--- config.mk ---
export PLATFORM = sky130hd
export DESIGN_NAME = d2eu_out_buf
export DESIGN_NICKNAME = d
export VERILOG_FILES = /design/src/rtl/core/direction_to_equirect_uv_core_defines.svh /design/src/rtl/core/d2eu_pkg.sv /design/src/rtl/core/d2eu_out_buf.sv
export SDC_FILE = /design/constraint.sdc
export NUM_CORES = 1
export LEC_CHECK = 0
export BUFFER_PORTS_ARGS = -buffer_cell sky130_fd_sc_hd__buf_2
export CAP_MARGIN = 40
export CORE_MARGIN = 2
export CORE_UTILIZATION = 50
export CTS_BUF_LIST = sky130_fd_sc_hd__clkbuf_8
export DETAILED_ROUTE_END_ITERATION = 16
export PLACE_DENSITY = 0.88
export SYNTH_ARGS = -nofsm -noshare
export SYNTH_HDL_FRONTEND = slang
export SYNTH_SLANG_ARGS = --single-unit
--- constraint.sdc ---
create_clock -name aclk -period 6.4 [get_ports aclk]
set_input_delay 0.96 -clock aclk [delete_from_list [all_inputs] [get_ports aclk]]
set_output_delay 0.96 -clock aclk [all_outputs]
set_load 0.01 [all_outputs]
--- src/rtl/core/direction_to_equirect_uv_core_defines.svh ---
// Assertion macros shared by the direction to equirect uv core.
`ifndef DIRECTION_TO_EQUIRECT_UV_CORE_DEFINES_SVH
`define DIRECTION_TO_EQUIRECT_UV_CORE_DEFINES_SVH

// Condition must hold on every clock edge out of reset.
`define D2EU_ASSERT_ALWAYS(lbl, cond, msg) \
    lbl: assert property (@(posedge aclk) disable iff (!aresetn) (cond)) else $error(msg);

// Consequent must hold in the same cycle as the antecedent.
`define D2EU_ASSERT_IMPLIES(lbl, ante, cons, msg) \
    lbl: assert property (@(posedge aclk) disable iff (!aresetn) (ante) |-> (cons)) \
        else $error(msg);

// Consequent must hold in the cycle after the antecedent.
`define D2EU_ASSERT_NEXT(lbl, ante, cons, msg) \
    lbl: assert property (@(posedge aclk) disable iff (!aresetn) (ante) |=> (cons)) \
        else $error(msg);

`endif

--- src/rtl/core/d2eu_pkg.sv ---
// Shared constants, types and the arctangent table of the direction to equirect uv core.
package d2eu_pkg;

    // field widths
    localparam int IN_W       = 16;
    localparam int TEX_U_W    = 16;
    localparam int TEX_V_W    = 17;
    localparam int S_TDATA_W  = 48;
    localparam int M_TDATA_W  = 40;

    // datapath: components scaled by 2^20, two guard bits over CORDIC growth
    localparam int PRESCALE_SHIFT = 20;
    localparam int CORDIC_W       = 40;
    localparam int ANGLE_W        = 32;
    localparam int ATAN_TABLE_LEN = 24;
    localparam int ROTATION_STEPS_DEFAULT = 18;

    // gain multiply split into two partial products
    localparam int GAIN_LO_W   = 20;
    localparam int GAIN_HI_W   = CORDIC_W - GAIN_LO_W;
    localparam int GAIN_K_W    = 24;
    localparam int GAIN_PROD_W = GAIN_HI_W + GAIN_K_W;
    localparam int GAIN_SUM_W  = GAIN_PROD_W + GAIN_LO_W;
    localparam logic [GAIN_K_W-1:0] INV_GAIN_Q24 = 24'd10188014;

    // angle and output constants
    localparam logic [ANGLE_W-1:0] HALF_TURN = 32'h8000_0000;
    localparam logic [ANGLE_W-1:0] U_ROUND   = 32'h0000_8000;
    localparam logic [TEX_V_W-1:0] V_ZERO    = 17'd32768;
    localparam logic [TEX_V_W-1:0] V_MAX     = 17'd65536;
    localparam int V_SUM_W = 50;

    // output buffer status seen by the top level
    typedef struct packed {
        logic [1:0] count;
        logic       has_room;
    } buf_status_t;

    // atan(2^-i) in units of 2^-32 turn, truncated
    function automatic logic [ANGLE_W-1:0] atan_turn(input logic [4:0] idx);
        logic [ANGLE_W-1:0] val;
        unique case (idx)
            5'd0:    val = 32'h2000_0000;
            5'd1:    val = 32'h12E4_051E;
            5'd2:    val = 32'h09FB_385B;
            5'd3:    val = 32'h0511_11D4;
            5'd4:    val = 32'h028B_0D43;
            5'd5:    val = 32'h0145_D7E1;
            5'd6:    val = 32'h00A2_F61E;
            5'd7:    val = 32'h0051_7C55;
            5'd8:    val = 32'h0028_BE53;
            5'd9:    val = 32'h0014_5F2F;
            5'd10:   val = 32'h000A_2F98;
            5'd11:   val = 32'h0005_17CC;
            5'd12:   val = 32'h0002_8BE6;
            5'd13:   val = 32'h0001_45F3;
            5'd14:   val = 32'h0000_A2F9;
            5'd15:   val = 32'h0000_517C;
            5'd16:   val = 32'h0000_28BE;
            5'd17:   val = 32'h0000_145F;
            5'd18:   val = 32'h0000_0A2F;
            5'd19:   val = 32'h0000_0517;
            5'd20:   val = 32'h0000_028B;
            5'd21:   val = 32'h0000_0145;
            5'd22:   val = 32'h0000_00A2;
            5'd23:   val = 32'h0000_0051;
            default: val = '0;
        endcase
        return val;
    endfunction

endpackage

--- src/rtl/core/d2eu_out_buf.sv ---
// Two-entry output buffer that decouples the pipeline enable from the result ready.
module d2eu_out_buf #(
    parameter int W = 34
) (
    input  logic                    aclk,
    input  logic                    aresetn,
    input  logic                    push,
    input  logic [W-1:0]            push_data,
    input  logic                    pop_ready,
    output logic                    out_valid,
    output logic [W-1:0]            out_data,
    output d2eu_pkg::buf_status_t   status
);

    logic [W-1:0] mem_reg [0:1];
    logic         wr_ptr_reg, wr_ptr_next;
    logic         rd_ptr_reg, rd_ptr_next;
    logic [1:0]   count_reg, count_next;
    logic         pop;

    assign out_valid = (count_reg != 2'd0);
    assign pop       = out_valid && pop_ready;
    assign out_data  = mem_reg[rd_ptr_reg];

    // pointer and fill count update
    always_comb begin
        wr_ptr_next = push ? !wr_ptr_reg : wr_ptr_reg;
        rd_ptr_next = pop  ? !rd_ptr_reg : rd_ptr_reg;
        count_next  = count_reg;
        if (push && !pop) begin
            count_next = count_reg + 2'd1;
        end else if (pop && !push) begin
            count_next = count_reg - 2'd1;
        end
    end

    always_ff @(posedge aclk) begin
        if (!aresetn) begin
            wr_ptr_reg <= 1'b0;
            rd_ptr_reg <= 1'b0;
            count_reg  <= 2'd0;
        end else begin
            wr_ptr_reg <= wr_ptr_next;
            rd_ptr_reg <= rd_ptr_next;
            count_reg  <= count_next;
        end
    end

    always_ff @(posedge aclk) begin
        if (push) begin
            mem_reg[wr_ptr_reg] <= push_data;
        end
    end

    // room is judged from the registered count only
    assign status.count    = count_reg;
    assign status.has_room = (count_reg != 2'd2);

endmodule

## Yosys cells after proc, flatten, opt, wreduce, memory -nomap -nowiden

Memories as Yosys holds them, arrays and structs flattened. A register that Yosys moved wholly into a read port is not among the register bits.
Index checks and enable logic that the tools add are counted.

- Multiplexer cells: 6
- Reductions and logical operators: 9
- $add $sub $neg: 2
- Eq/ne operators: 1

Operator list:

| kind | number |
|---|---|
| $logic_not A1 Y1 | 4 |
| $mux W1 | 4 |
| $mux W2 | 2 |
| $reduce_bool A2 Y1 | 2 |
| $logic_and A1 B1 Y1 | 3 |
| $add A2 B1 Y2 const B | 1 |
| $ne A2 B2 Y1 const B | 1 |
| $sub A2 B1 Y2 const B | 1 |

- Bits in registers: 4
- Output and inout port bits: 38
- Input port bits: 38
- Logic and storage cells: 22
- Memories kept: 1
- Bits in writable memories: 68

Memories:

| memory | words | bits a word | rd ports | clocked after Yosys merged registers in | write ports | line | RTL |
|---|---|---|---|---|---|---|---|
| mem_reg | 2 | 34 | 1 | 1 | 1 | d2eu_out_buf.sv:15 | `logic [W-1:0] mem_reg [0:1];` |

## Logic depth before layout (Yosys ltp)

- Depth in word-level cells: 5
- Mapped depth: 5

## Worst setup path after synthesis

Ideal clock, no wire load.

- Path kind: input-to-reg
- Start point: in push
- End point: mem mem_reg[0][0], enable pin
- Stages: 1
- Buffers on the path: 0
- Required time: 5970 ps
- Path slack: 3446 ps
- Library setup time: 430 ps
- Data arrival time: 2524 ps
- Path through: nor2b_1

- Longest elaborated chain between the ends: 2

Ends and longest elaborated chain:

| what | line | RTL |
|---|---|---|
| start, declared | d2eu_out_buf.sv:7 | `input logic push,` |
| $mux W1 | d2eu_out_buf.sv:50 | `if (push) begin` |
| $mux W1 (implied by the code) | d2eu_out_buf.sv:51 | `mem_reg[wr_ptr_reg] <= push_data;` |
| end, declared | d2eu_out_buf.sv:15 |  |

Every way passes these cells.

==> results_dict.tcl <==
set metrics [dict create \
    max_freq_ghz 0.365 \
    r2r_start "wr_ptr_reg$_SDFFE_PN0P_" \
    synth_top_area_share 0.764 \
    fin_ws_ns 3.66 \
    power_frac_comb 0.214 \
    timing.setup.tns_ns 0 \
    p_int_mw 0.818 \
    grt_overflow 0 \
    clkTransAtPathRegs_ns 0.06 \
    powerDensity_nw_per_um2 340 \
    worstPathMaxFanout 34 \
    cap_viol_max_count 0 \
    ys_warn_count 0 \
    hold_start "count_reg[1]$_SDFFE_PN0P_" \
    largest_register_ffs 68 \
    syn_area_per_cell_um2 20.9 \
    start_kind "flip-flop" \
    cp.arrival_ns 1.78 \
    finalHoldViolations 0 \
    ys.flop_type "edfxtp_1" \
    grt_max_degree 35 \
    ys_async_sr_fraction 0 \
    hold_path_class "reg2reg" \
    numCtsBuffers 9 \
    dieArea_um2 5950 \
    core_um2 5140 \
    drtIter0Drc 45 \
    die_w_um 77.1 \
    ys_seq_area_frac 0.801 \
    io_buffers 75 \
    drtPass1Iterations 4 \
    drc 0 \
    antenna_found_initial 0 \
    p_clk_frac 0.239 \
    clock_sinks 73 \
    cts_hold_buf 0 \
    swShare 0.268 \
    relSlewSlack 0.438 \
    wl_per_cell_um 14.9 \
    cts_root_buffer "clkbuf_8" \
    io_pins 76 \
    synth_edf_count 68 \
    p_switching_mw 0.300 \
    postCtsSetupBuffers 0 \
    clk_latency_ns 0.33 \
    end_kind "output port" \
    dr_total_vias 1371 \
    synthCells 128 \
    yosysMostFrequentCell "edfxtp_1" \
    drt-total-wl_um 4220 \
    place_congestion 0.648 \
    insertedDiodeCount 0 \
    fin_crit_ns 2.74 \
    ys_types 18 \
    slew_viol_final 0 \
    cts_tree "done" \
    critPathKind "reg2out" \
    synthTopCellsByCount "edfxtp_1, mux2_1, dfxtp_1, and2_1, buf_4" \
    pwr-share-seq 0.546 \
    final_layout_size_suffix_gt1_frac 0.427 \
    die-height_um 77.1 \
    clockBufferDepth 2 \
    rows 26 \
    final_nets 251 \
    rsz0062_at_grt "false" \
    worst_pin_slew_ns 0.843 \
    dp_hpwl_um 2800 \
    synth_seq_cells 73 \
    dpl_cell_area_um2 3150 \
    outcome "completed" \
    synth_area_leaders "edfxtp_1, mux2_1, dfxtp_1" \
    finalInstanceArea_um2 3290 \
    cp_data_required_time_ns 5.44 \
    area_delta_synth_final_pct 23.0 \
    grt_pass1_vias 1462 \
    finalSetupViolations 0 \
    synth_top_area_cell "edfxtp_1" \
    initial_core_util 0.520 \
    vias_per_cell 4.84 \
    p_leak_nw 1.25 \
    finClkSkew_ns 0.00400 \
    netlist_area_um2 2670 \
    grtUsageTotal 0.159 \
    syn-num-nets 167 \
    period_share 0.429 \
    dp_slack_ns 3.92 \
    grt_pass1_wl_um 6870 \
    peakVddDrop_mv 0.206 \
    htree_num_levels 3 \
    ant_nets 0 \
    post-route-util 0.640 \
    postCtsResizedCells 0 \
]
[routing by layer]
metal / wire length, um / vias to the layer above / global-route usage
li1: - / 657 / -
met3: 254 / 10 / 0.0518
met4: 87 / 0 / 0.0911
met2: 2060 / 57 / 0.253
met1: 1810 / 647 / 0.191
met5: 0 / - / 0
[critical path: stages, from the launching register on]
cell     delay (ns)
dfxtp_2        0.88
mux2_2         0.42
buf_2          0.14
[per-stage QoR]
stage,power (mW),hold slack (ns),cells
floorplan,0.763,0.534,128
global placement,0.853,0.515,270
detailed placement,0.863,0.571,271
CTS,1.13,0.578,283
global route,1.17,0.601,283
finish,1.12,0.578,283
[final timing paths]
path                               end  slack, ns  depth (start not counted)
max                       out_data[33]       3.66                          2
min          count_reg[1]$_SDFFE_PN0P_       0.58                          2
max reg2reg    mem_reg[1][4]$_DFFE_PP_       4.63                          2
min reg2reg  count_reg[1]$_SDFFE_PN0P_       0.58                          2
[power groups by stage]
stage / registers, mW / logic [mW] / clock network (mW)
2_1_floorplan: 0.585 / 0.179 / 0
3_3_place_gp: 0.620 / 0.233 / 0
3_5_place_dp: 0.622 / 0.241 / 0
4_1_cts: 0.612 / 0.243 / 0.277
5_1_grt: 0.618 / 0.259 / 0.297
6_report: 0.611 / 0.239 / 0.267
[cell usage in the layout, fill, tap and decap left out, types with 2 or more instances in the layout]
cell       n
dfxtp_1    4
mux2_1    33
buf_2     75
clkbuf_8   9
clkinv_1   2
and2_1     4
xnor2_1    2
edfxtp_1  68
[layout make-up]
type                            instances  area, um2
Multi-Input combinational cell         51        510
Fill cell                             385       1850
Timing Repair Buffer                   77        410
Clock buffer                            9        124
Sequential cell                        73       2140
Tap cell                               70       87.6
Clock inverter                          3       12.5
[cell families after synthesis]
| kind of cell | count (synthesis) | share of synthesized area |
|---|---|---|
| and+or+nand+nor | 9 | 0.0211 |
| DFF | 73 | 0.802 |
| AOI/OAI and AO/OA | 4 | 0.00936 |
| xor gates and xnor gates | 3 | 0.00983 |
| adders and majority gates | 1 | 0.00468 |
| buffers and inverters | 4 | 0.0103 |
| muxes | 34 | 0.143 |
(Power assumes the default switching activity.)
